===== src/design/sha256c_pkg.sv =====
`timescale 1ns / 1ps
`default_nettype none

package sha256c_pkg;

  localparam int unsigned WordWidth  = 32;
  localparam int unsigned HashWords  = 8;
  localparam int unsigned BlockWords = 16;
  localparam int unsigned Rounds     = 64;

  localparam logic [31:0] INIT_HASH [HashWords] = '{
    32'h6a09e667, 32'hbb67ae85, 32'h3c6ef372, 32'ha54ff53a,
    32'h510e527f, 32'h9b05688c, 32'h1f83d9ab, 32'h5be0cd19
  };

  localparam logic [31:0] ROUND_K [Rounds] = '{
    32'h428a2f98, 32'h71374491, 32'hb5c0fbcf, 32'he9b5dba5,
    32'h3956c25b, 32'h59f111f1, 32'h923f82a4, 32'hab1c5ed5,
    32'hd807aa98, 32'h12835b01, 32'h243185be, 32'h550c7dc3,
    32'h72be5d74, 32'h80deb1fe, 32'h9bdc06a7, 32'hc19bf174,
    32'he49b69c1, 32'hefbe4786, 32'h0fc19dc6, 32'h240ca1cc,
    32'h2de92c6f, 32'h4a7484aa, 32'h5cb0a9dc, 32'h76f988da,
    32'h983e5152, 32'ha831c66d, 32'hb00327c8, 32'hbf597fc7,
    32'hc6e00bf3, 32'hd5a79147, 32'h06ca6351, 32'h14292967,
    32'h27b70a85, 32'h2e1b2138, 32'h4d2c6dfc, 32'h53380d13,
    32'h650a7354, 32'h766a0abb, 32'h81c2c92e, 32'h92722c85,
    32'ha2bfe8a1, 32'ha81a664b, 32'hc24b8b70, 32'hc76c51a3,
    32'hd192e819, 32'hd6990624, 32'hf40e3585, 32'h106aa070,
    32'h19a4c116, 32'h1e376c08, 32'h2748774c, 32'h34b0bcb5,
    32'h391c0cb3, 32'h4ed8aa4a, 32'h5b9cca4f, 32'h682e6ff3,
    32'h748f82ee, 32'h78a5636f, 32'h84c87814, 32'h8cc70208,
    32'h90befffa, 32'ha4506ceb, 32'hbef9a3f7, 32'hc67178f2
  };

  // Controller to datapath commands
  typedef struct packed {
    logic       shift_in;   // push accepted word into the schedule window
    logic       init_hash;  // reload the standard initial hash
    logic       start;      // copy chained hash into working variables
    logic       round;      // run one compression round
    logic [5:0] round_idx;  // round number for the constant lookup
    logic       update;     // fold working variables into chained hash
    logic       emit;       // load the digest into the output buffer
  } cmd_t;

  // Datapath to controller status
  typedef struct packed {
    logic out_busy;  // digest buffer still draining
  } sts_t;

  function automatic logic [31:0] small_s0(input logic [31:0] x);
    small_s0 = {x[6:0], x[31:7]} ^ {x[17:0], x[31:18]} ^ (x >> 3);
  endfunction

  function automatic logic [31:0] small_s1(input logic [31:0] x);
    small_s1 = {x[16:0], x[31:17]} ^ {x[18:0], x[31:19]} ^ (x >> 10);
  endfunction

  function automatic logic [31:0] big_s0(input logic [31:0] x);
    big_s0 = {x[1:0], x[31:2]} ^ {x[12:0], x[31:13]} ^ {x[21:0], x[31:22]};
  endfunction

  function automatic logic [31:0] big_s1(input logic [31:0] x);
    big_s1 = {x[5:0], x[31:6]} ^ {x[10:0], x[31:11]} ^ {x[24:0], x[31:25]};
  endfunction

  function automatic logic [31:0] choose(input logic [31:0] e, input logic [31:0] f,
                                         input logic [31:0] g);
    choose = (e & f) ^ (~e & g);
  endfunction

  function automatic logic [31:0] majority(input logic [31:0] a, input logic [31:0] b,
                                           input logic [31:0] c);
    majority = (a & b) ^ (a & c) ^ (b & c);
  endfunction

endpackage

`default_nettype wire


===== src/design/sha256c_dp.sv =====
`timescale 1ns / 1ps
`default_nettype none

module sha256c_dp (
  input  wire logic                clk,
  input  wire logic                rst,
  input  wire sha256c_pkg::cmd_t   cmd,
  output sha256c_pkg::sts_t        sts,
  input  wire logic [31:0]         word_in,
  output logic [31:0]              out_word,
  output logic [2:0]               out_idx,
  output logic                     out_valid,
  input  wire logic                out_ready
);

  logic [31:0] win   [sha256c_pkg::BlockWords];
  logic [31:0] v     [sha256c_pkg::HashWords];
  logic [31:0] chain [sha256c_pkg::HashWords];
  logic [31:0] obuf  [sha256c_pkg::HashWords];
  logic [3:0]  ocnt;
  logic [2:0]  oidx;

  logic [31:0] t1;
  logic [31:0] t2;
  logic [31:0] w_new;
  logic [31:0] sum   [sha256c_pkg::HashWords];
  logic        out_take;

  always_comb begin
    t1 = v[7] + sha256c_pkg::big_s1(v[4]) + sha256c_pkg::choose(v[4], v[5], v[6]) +
         win[0] + sha256c_pkg::ROUND_K[cmd.round_idx];
    t2 = sha256c_pkg::big_s0(v[0]) + sha256c_pkg::majority(v[0], v[1], v[2]);
    w_new = win[0] + sha256c_pkg::small_s0(win[1]) + win[9] + sha256c_pkg::small_s1(win[14]);
    for (int i = 0; i < sha256c_pkg::HashWords; i++) begin
      sum[i] = chain[i] + v[i];
    end
  end

  assign out_take  = out_valid && out_ready;
  assign out_valid = (ocnt != 4'd0);
  assign out_word  = obuf[0];
  assign out_idx   = oidx;
  assign sts.out_busy = out_valid;

  // Schedule window: shift in words while loading, expanded words while rounding
  always_ff @(posedge clk) begin
    if (cmd.shift_in || cmd.round) begin
      for (int i = 0; i < sha256c_pkg::BlockWords - 1; i++) begin
        win[i] <= win[i + 1];
      end
      win[sha256c_pkg::BlockWords - 1] <= cmd.shift_in ? word_in : w_new;
    end
  end

  always_ff @(posedge clk) begin
    if (cmd.start) begin
      v <= chain;
    end else if (cmd.round) begin
      v[7] <= v[6];
      v[6] <= v[5];
      v[5] <= v[4];
      v[4] <= v[3] + t1;
      v[3] <= v[2];
      v[2] <= v[1];
      v[1] <= v[0];
      v[0] <= t1 + t2;
    end
  end

  always_ff @(posedge clk) begin
    if (rst || cmd.init_hash) begin
      chain <= sha256c_pkg::INIT_HASH;
    end else if (cmd.update) begin
      chain <= sum;
    end
  end

  always_ff @(posedge clk) begin
    if (cmd.emit) begin
      obuf <= sum;
    end else if (out_take) begin
      for (int i = 0; i < sha256c_pkg::HashWords - 1; i++) begin
        obuf[i] <= obuf[i + 1];
      end
    end
  end

  always_ff @(posedge clk) begin
    if (rst) begin
      ocnt <= 4'd0;
      oidx <= 3'd0;
    end else if (cmd.emit) begin
      ocnt <= 4'(sha256c_pkg::HashWords);
      oidx <= 3'd0;
    end else if (out_take) begin
      ocnt <= ocnt - 4'd1;
      oidx <= oidx + 3'd1;
    end
  end

endmodule

`default_nettype wire


===== src/design/sha256c_ctrl.sv =====
`timescale 1ns / 1ps
`default_nettype none

module sha256c_ctrl (
  input  wire logic               clk,
  input  wire logic               rst,
  input  wire logic               in_valid,
  output logic                    in_ready,
  input  wire logic               first_flag,
  input  wire logic               final_flag,
  output sha256c_pkg::cmd_t       cmd,
  input  wire sha256c_pkg::sts_t  sts
);

  localparam logic [1:0] ST_LOAD   = 2'd0;
  localparam logic [1:0] ST_ROUND  = 2'd1;
  localparam logic [1:0] ST_FINISH = 2'd2;

  logic [1:0] state;
  logic [1:0] state_next;
  logic [3:0] wcnt;
  logic [5:0] rcnt;
  logic       final_q;
  logic       accept;

  assign in_ready = (state == ST_LOAD);
  assign accept   = in_valid && in_ready;

  always_comb begin
    cmd.shift_in  = accept;
    cmd.init_hash = accept && (wcnt == 4'd0) && first_flag;
    cmd.start     = accept && (wcnt == 4'd15);
    cmd.round     = (state == ST_ROUND);
    cmd.round_idx = rcnt;
    cmd.update    = (state == ST_FINISH) && (!final_q || !sts.out_busy);
    cmd.emit      = cmd.update && final_q;
  end

  always_comb begin
    state_next = state;
    unique case (state)
      ST_LOAD: begin
        if (cmd.start) state_next = ST_ROUND;
      end
      ST_ROUND: begin
        if (rcnt == 6'd63) state_next = ST_FINISH;
      end
      ST_FINISH: begin
        if (cmd.update) state_next = ST_LOAD;
      end
      default: state_next = ST_LOAD;
    endcase
  end

  always_ff @(posedge clk) begin
    if (rst) begin
      state <= ST_LOAD;
      wcnt  <= 4'd0;
      rcnt  <= 6'd0;
      final_q <= 1'b0;
    end else begin
      state <= state_next;
      if (accept) wcnt <= wcnt + 4'd1;
      if (cmd.start) begin
        rcnt    <= 6'd0;
        final_q <= final_flag;
      end else if (cmd.round) begin
        rcnt <= rcnt + 6'd1;
      end
    end
  end

  a_start_enters_rounds: assert property (@(posedge clk) disable iff (rst)
    cmd.start |=> (state == ST_ROUND) && (rcnt == 6'd0))
    else $error("block start did not enter rounds at round zero");

  a_last_round_finishes: assert property (@(posedge clk) disable iff (rst)
    (state == ST_ROUND) && (rcnt == 6'd63) |=> (state == ST_FINISH))
    else $error("round 63 not followed by finish");

  a_emit_only_final: assert property (@(posedge clk) disable iff (rst)
    cmd.emit |-> final_q && !sts.out_busy)
    else $error("digest emitted for non-final block or over busy buffer");

  a_no_input_while_busy: assert property (@(posedge clk) disable iff (rst)
    (state == ST_ROUND) || (state == ST_FINISH) |-> !cmd.shift_in)
    else $error("word accepted during compression");

endmodule

`default_nettype wire


===== src/design/sha256_block_compression_top.sv =====
// SHA-256 block compression.
// Input channel s_axis: one 32-bit message word per item in tdata, sixteen items
// per 512-bit block, already padded and in big-endian word order. tuser carries
// the first-block flag (sampled on a block's first word: reload the standard
// initial hash), tlast the final-block flag (sampled on a block's sixteenth word).
// Output channel m_axis: eight items per final block, digest word in tdata,
// word index 0..7 in tuser (0 most significant), tlast on the eighth word.
// Timing: words load at one per cycle while s_axis_tready is high; after the
// sixteenth word the block runs 64 rounds (one round per cycle through the single
// round unit) and then folds into the chained hash; s_axis_tready is low through
// the rounds and the fold, so a new block's words wait until the fold is done.
// The first digest word shows in the cycle after the fold. The digest sits in its
// own buffer, so a stalled receiver does not hold the loading of the next block;
// only the fold of the next final block waits until the buffer has drained.
// Reset: synchronous, active high; chained hash returns to the initial hash,
// counters clear and the output buffer empties.
`timescale 1ns / 1ps
`default_nettype none

module sha256_block_compression_top (
  input  wire logic        clk,
  input  wire logic        rst,
  input  wire logic        s_axis_tvalid,
  output logic             s_axis_tready,
  input  wire logic [31:0] s_axis_tdata,   // [31:0] message_word
  input  wire logic [0:0]  s_axis_tuser,   // [0] first_block
  input  wire logic        s_axis_tlast,   // final_block
  output logic             m_axis_tvalid,
  input  wire logic        m_axis_tready,
  output logic [31:0]      m_axis_tdata,   // [31:0] digest_word
  output logic [2:0]       m_axis_tuser,   // [2:0] word_index
  output logic             m_axis_tlast    // last_word
);

  sha256c_pkg::cmd_t cmd;
  sha256c_pkg::sts_t sts;

  // Sequence load, rounds and fold
  sha256c_ctrl u_ctrl (
    .clk        (clk),
    .rst        (rst),
    .in_valid   (s_axis_tvalid),
    .in_ready   (s_axis_tready),
    .first_flag (s_axis_tuser[0]),
    .final_flag (s_axis_tlast),
    .cmd        (cmd),
    .sts        (sts)
  );

  // Schedule window, round unit, chained hash and digest buffer
  sha256c_dp u_dp (
    .clk       (clk),
    .rst       (rst),
    .cmd       (cmd),
    .sts       (sts),
    .word_in   (s_axis_tdata),
    .out_word  (m_axis_tdata),
    .out_idx   (m_axis_tuser),
    .out_valid (m_axis_tvalid),
    .out_ready (m_axis_tready)
  );

  // Mark the eighth digest word
  assign m_axis_tlast = m_axis_tvalid && (m_axis_tuser == 3'd7);

endmodule

`default_nettype wire


===== config.mk =====
export PLATFORM = sky130hd
export DESIGN_NAME = sha256_block_compression_top
export DESIGN_NICKNAME = d
export VERILOG_FILES = /design/src/design/sha256c_pkg.sv /design/src/design/sha256c_dp.sv /design/src/design/sha256c_ctrl.sv /design/src/design/sha256_block_compression_top.sv
export SDC_FILE = /design/constraint.sdc
export NUM_CORES = 2
export LEC_CHECK = 0
export ABC_AREA = 1
export BUFFER_PORTS_ARGS = -buffer_cell sky130_fd_sc_hd__buf_2
export CORE_ASPECT_RATIO = 2
export CORE_MARGIN = 10
export CORE_UTILIZATION = 70
export DETAILED_ROUTE_END_ITERATION = 8
export GPL_TIMING_DRIVEN = 0
export PLACE_DENSITY = 0.87
export SETUP_SLACK_MARGIN = 0.05
export SLEW_MARGIN = 10
export SYNTH_ARGS = -nofsm -noshare
export SYNTH_HDL_FRONTEND = slang
export SYNTH_SLANG_ARGS = --single-unit

===== constraint.sdc =====
create_clock -name clk -period 31.2 [get_ports clk]
set_input_delay 1.56 -clock clk [delete_from_list [all_inputs] [get_ports clk]]
set_output_delay 1.56 -clock clk [all_outputs]
set_load 0.01 [all_outputs]

==> results_dict.tcl, run 1 <==
set metrics [dict create \
    tool.error "[ERROR GRT-0116] Global routing finished with congestion. Check the congestion regions in the DRC Viewer." \
    port_buffers 75 \
    avgSynthCellArea_um2 8.47 \
    rows 176 \
    die_y_um 501 \
    synth_cell_type_count 70 \
    grt-ovfl-total 3876 \
    grt_max_degree 74 \
    synth_nets 10204 \
    grt_pass1_wl_mm 741 \
    yosys.area.top_type "edfxtp_1" \
    clock_path_buffers 3 \
    status "stopped before the end" \
    grt_usage_pct 75.5 \
    cts_resized 0 \
    haltStage "5_1_grt" \
    netlist_area_um2 81100 \
    synthTopCellsByArea "edfxtp_1 38%, nand2_1 12%, dfxtp_1 6.8%, ha_1 6.1%, inv_1 5.5%" \
    ys_seq_area_share_pct 44.7 \
    pre_cts_ws_ns 22.20 \
    dp.cells 11184 \
    chipWidth_um 261 \
    start_util_pct 70.5 \
    postCtsHoldBufs 0 \
    async_reset_ff_share_pct 0 \
    first_global_vias 92535 \
    synthesis.instances 9574 \
    synth_edf_count 1024 \
    ios 76 \
    cts.sinks 1300 \
    root_buffer "clkbuf_16" \
    synth_top_area_share_pct 37.9 \
    synth_flop_cell "edfxtp_1" \
    dpl.hpwl_mm 288 \
    place_congestion 1.49 \
    yosys_warnings 0 \
    cts_made_buffers 106 \
    post_cts_buffers 0 \
    ys_ff_latch 1300 \
    htree_levels 3 \
]
-- cells in the mapped netlist (all sizes together), types with 119 or more instances --
cell and count:
nor2 599, o21ai 639, dfxtp 276, xor2 230, a21oi 539, xnor2 188, fa 195, buf 198
nand2 2621, nand3 662, ha 397, edfxtp 1024, clkbuf 119, inv 1206
-- metrics by stage --
step                area, um2  hold WS (ns)
floorplan               81100         0.400
global placement        83400         0.401
detailed placement      83900         0.405
CTS                     87400         0.406
-- logic make-up after synthesis --
| logic type | after synthesis | synth area share, % |
|---|---|---|
| mux | 1 | 0.0123 |
| buf+inv | 1524 | 7.53 |
| compound gates | 1537 | 10.7 |
| simple gates | 4192 | 21.5 |
| fa+ha+maj | 602 | 11.1 |
| xor+xnor | 418 | 4.51 |
| flops | 1300 | 44.7 |
-- layer usage --
metal,GRT overflow,global-route usage [%]
met4,1037,80.2
met1,44,70.9
met3,80,59.9
met2,2704,94.2
met5,11,31.6
==> run 2, diff against run 1 <==
--- a/config.mk
+++ b/config.mk
@@ -7,13 +7,11 @@
 export LEC_CHECK = 0
 export ABC_AREA = 1
 export BUFFER_PORTS_ARGS = -buffer_cell sky130_fd_sc_hd__buf_2
-export CORE_ASPECT_RATIO = 2
 export CORE_MARGIN = 10
-export CORE_UTILIZATION = 70
+export CORE_UTILIZATION = 40
 export DETAILED_ROUTE_END_ITERATION = 8
 export GPL_TIMING_DRIVEN = 0
-export PLACE_DENSITY = 0.87
-export SETUP_SLACK_MARGIN = 0.05
+export PLACE_DENSITY_LB_ADDON = 0.15
 export SLEW_MARGIN = 10
 export SYNTH_ARGS = -nofsm -noshare
 export SYNTH_HDL_FRONTEND = slang
==> results_dict.tcl, run 2 <==
set metrics [dict create \
    status "complete, no violations" \
    die_y_um 470 \
    synthesis.instances 9574 \
    yosysMostFrequentCell "nand2_1" \
    first_global_vias 69025 \
    syn2layout_area_growth_pct 11.7 \
    r2r_slack_ns 20.05 \
    clock_skew_ns 0.0505 \
    seq_area_um2 36300 \
    min_delay_path_depth 0 \
    grt_usage_pct 33.8 \
    finalSetupTns_ns 0 \
    cp_max_fo 9 \
    drv_slew 0 \
    finalPower_mw 6.04 \
    dp.cells 12343 \
    antenna_found_initial 24 \
    wl_met3_mm 37.1 \
    ir_drop_mv 0.109 \
    cts_made_buffers 154 \
    netlist_area_um2 81100 \
    avgSynthCellArea_um2 8.47 \
    layout_commonest_cell "nand2_1" \
    clk_latency_ns 0.86 \
    mostFrequentLayoutCells "2613 x nand2_1, 1196 x inv_1, 1024 x edfxtp_1" \
    post-route-min-period_ns 11.15 \
    synth_flop_cell "edfxtp_1" \
    postCtsHoldBufs 0 \
    rows 165 \
    dr.max_layer_used "met5" \
    grt_max_degree 69 \
    regMostFlops "u_dp.win" \
    worst-path-buf-inv 6 \
    post_dp_cell_area_um2 85400 \
    vias_per_cell 5.72 \
    cts.sinks 1300 \
    post-route-cell-area_um2 90600 \
    crit_top_cell "nand2_1" \
    chipWidth_um 470 \
    timing.final.ws_setup_ns 20.05 \
    synthSimpleGateAreaFrac_pct 21.5 \
    arrival_ns 11.71 \
    drt_pass1_iterations 8 \
    pre_cts_ws_ns 20.35 \
    clock_path_buffers 3 \
    cts_tree "built" \
    port_buffers 75 \
    ys_ff_latch 1300 \
    path_depth 38 \
    setup_viol 0 \
    root_buffer "clkbuf_16" \
    period_share_pct 35.7 \
    post_cts_buffers 0 \
    htree_levels 4 \
    cp-start-kind "register" \
    yosys.area.top_type "edfxtp_1" \
    required_ns 31.77 \
    ios 76 \
    synth_top_family_by_area "simple AND/OR/NAND/NOR gates" \
    worst-r2r-cell-count 38 \
    largest_reg_flops 512 \
    worstSetupEndpointType "register" \
    muxShareOfSynthArea_pct 0.0123 \
    drt-initial-drc-count 9208 \
    via_count 72258 \
    finalHoldViolCount 0 \
    hp-class "reg2reg" \
    worstMarginPinSlew_ns 1.43 \
    wl_per_cell_um 30.6 \
    nFillCells 20217 \
    start_util_pct 40.2 \
    place_congestion 1.03 \
    crit_family "adder cells" \
    die-area_um2 221000 \
    synth_nets 10204 \
    grt-ovfl-total 0 \
    critPathKind "reg2reg" \
    drive_above_1_share_pct 6.13 \
    synthTopCellsByArea "edfxtp_1 38%, nand2_1 12%, dfxtp_1 6.8%, ha_1 6.1%, inv_1 5.5%" \
    ant_nets 0 \
    regToRegStartpoint "u_ctrl.rcnt[0]" \
    ys_seq_area_share_pct 44.7 \
    wl_met2_mm 168 \
    leakage_nw 40.3 \
    rsz0062_at_grt "no" \
    power.density_nw_per_um2 66.7 \
    synth_xor_xnor_area_share_pct 4.51 \
    async_reset_ff_share_pct 0 \
    synth_edf_count 1024 \
    fmax_mhz 89.7 \
    wl_mm 386 \
    core-area_um2 202000 \
    slew_headroom_pct 4.07 \
    synth_top_area_share_pct 37.9 \
    slowest_stage "xor2_1" \
    reg_top3 "u_dp.win x512, u_dp.chain x256, u_dp.v x256" \
    min_from "u_dp.win[2][13]" \
    whs_ns 0.394 \
    cts_resized 0 \
    cp_slowest_stage_delay_ns 0.84 \
    ys_top_cells_by_count "2616 x nand2_1, 1196 x inv_1, 1024 x edfxtp_1, 662 x nand3_1, 594 x nor2_1" \
    synth_adder_area_share_pct 11.1 \
    final_nets 10458 \
    drt_drc_violations_left 0 \
    setup.worst_path.start "u_ctrl.rcnt[0]" \
    wl_met1_mm 159 \
    synth_cell_type_count 70 \
    fin_cells 12635 \
    yosys_warnings 0 \
    final_util_pct 44.9 \
    drv_cap 0 \
    multi_input_area_um2 38800 \
    grt_pass1_wl_mm 532 \
    clkTransAtPathRegs_ns 0.06 \
    dpl.hpwl_mm 310 \
    synth-compound-area-share_pct 10.7 \
]
-- run 2: path summary, 6_finish.rpt --
kind / to
setup / recovery: u_dp.v[255]
hold / removal: u_dp.win[1][13]
setup reg to reg: u_dp.v[255]
hold reg to reg: u_dp.win[1][13]
-- run 2: logic make-up after synthesis --
family / count (synthesis)
muxes: 1
AOI/OAI and AO/OA: 1537
xor gates and xnor gates: 418
buffers and inverters: 1524
and+or+nand+nor: 4192
DFF: 1300
adders and majority gates: 602
-- run 2: report_power, final --
group          internal, mW  switching [mW]  leakage, nW
clock network          1.04           0.812         2.48
logic                 0.610            1.31         25.9
registers              2.16           0.104         11.9
total                  3.81            2.23         40.3
-- run 2: per-layer routing --
metal  vias to the layer above  GRT usage [%]
met2                      3886           52.0
met4                        10           16.3
met1                     35190           44.8
li1                      32326              -
met5                         -              0
met3                       846           7.64
-- run 2: final cells by class --
class                   instances  share of cell area (%)
plain buffers                 317                    1.75
well taps                    2672                    3.69
flip-flops and latches       1300                    40.1
diodes                          9                  0.0249
clock inverters                67                    1.01
repair buffers                 98                    1.02
clock buffers                 215                    4.65
inverters                    1207                    5.01
multi-input cells            6750                    42.8
-- run 2: worst register-to-register path: cells and delay by family (launching register included) --
family | cells | cell delay (ns)
buffers and inverters | 6 | 1.30
XOR/XNOR | 1 | 0.84
adder cells (fa/ha/maj) | 8 | 3.69
AO/OA/AOI/OAI | 5 | 1.90
AND/OR/NAND/NOR | 18 | 2.73
flip-flops | 1 | 0.47
Power figures use the tool's default switching activity.
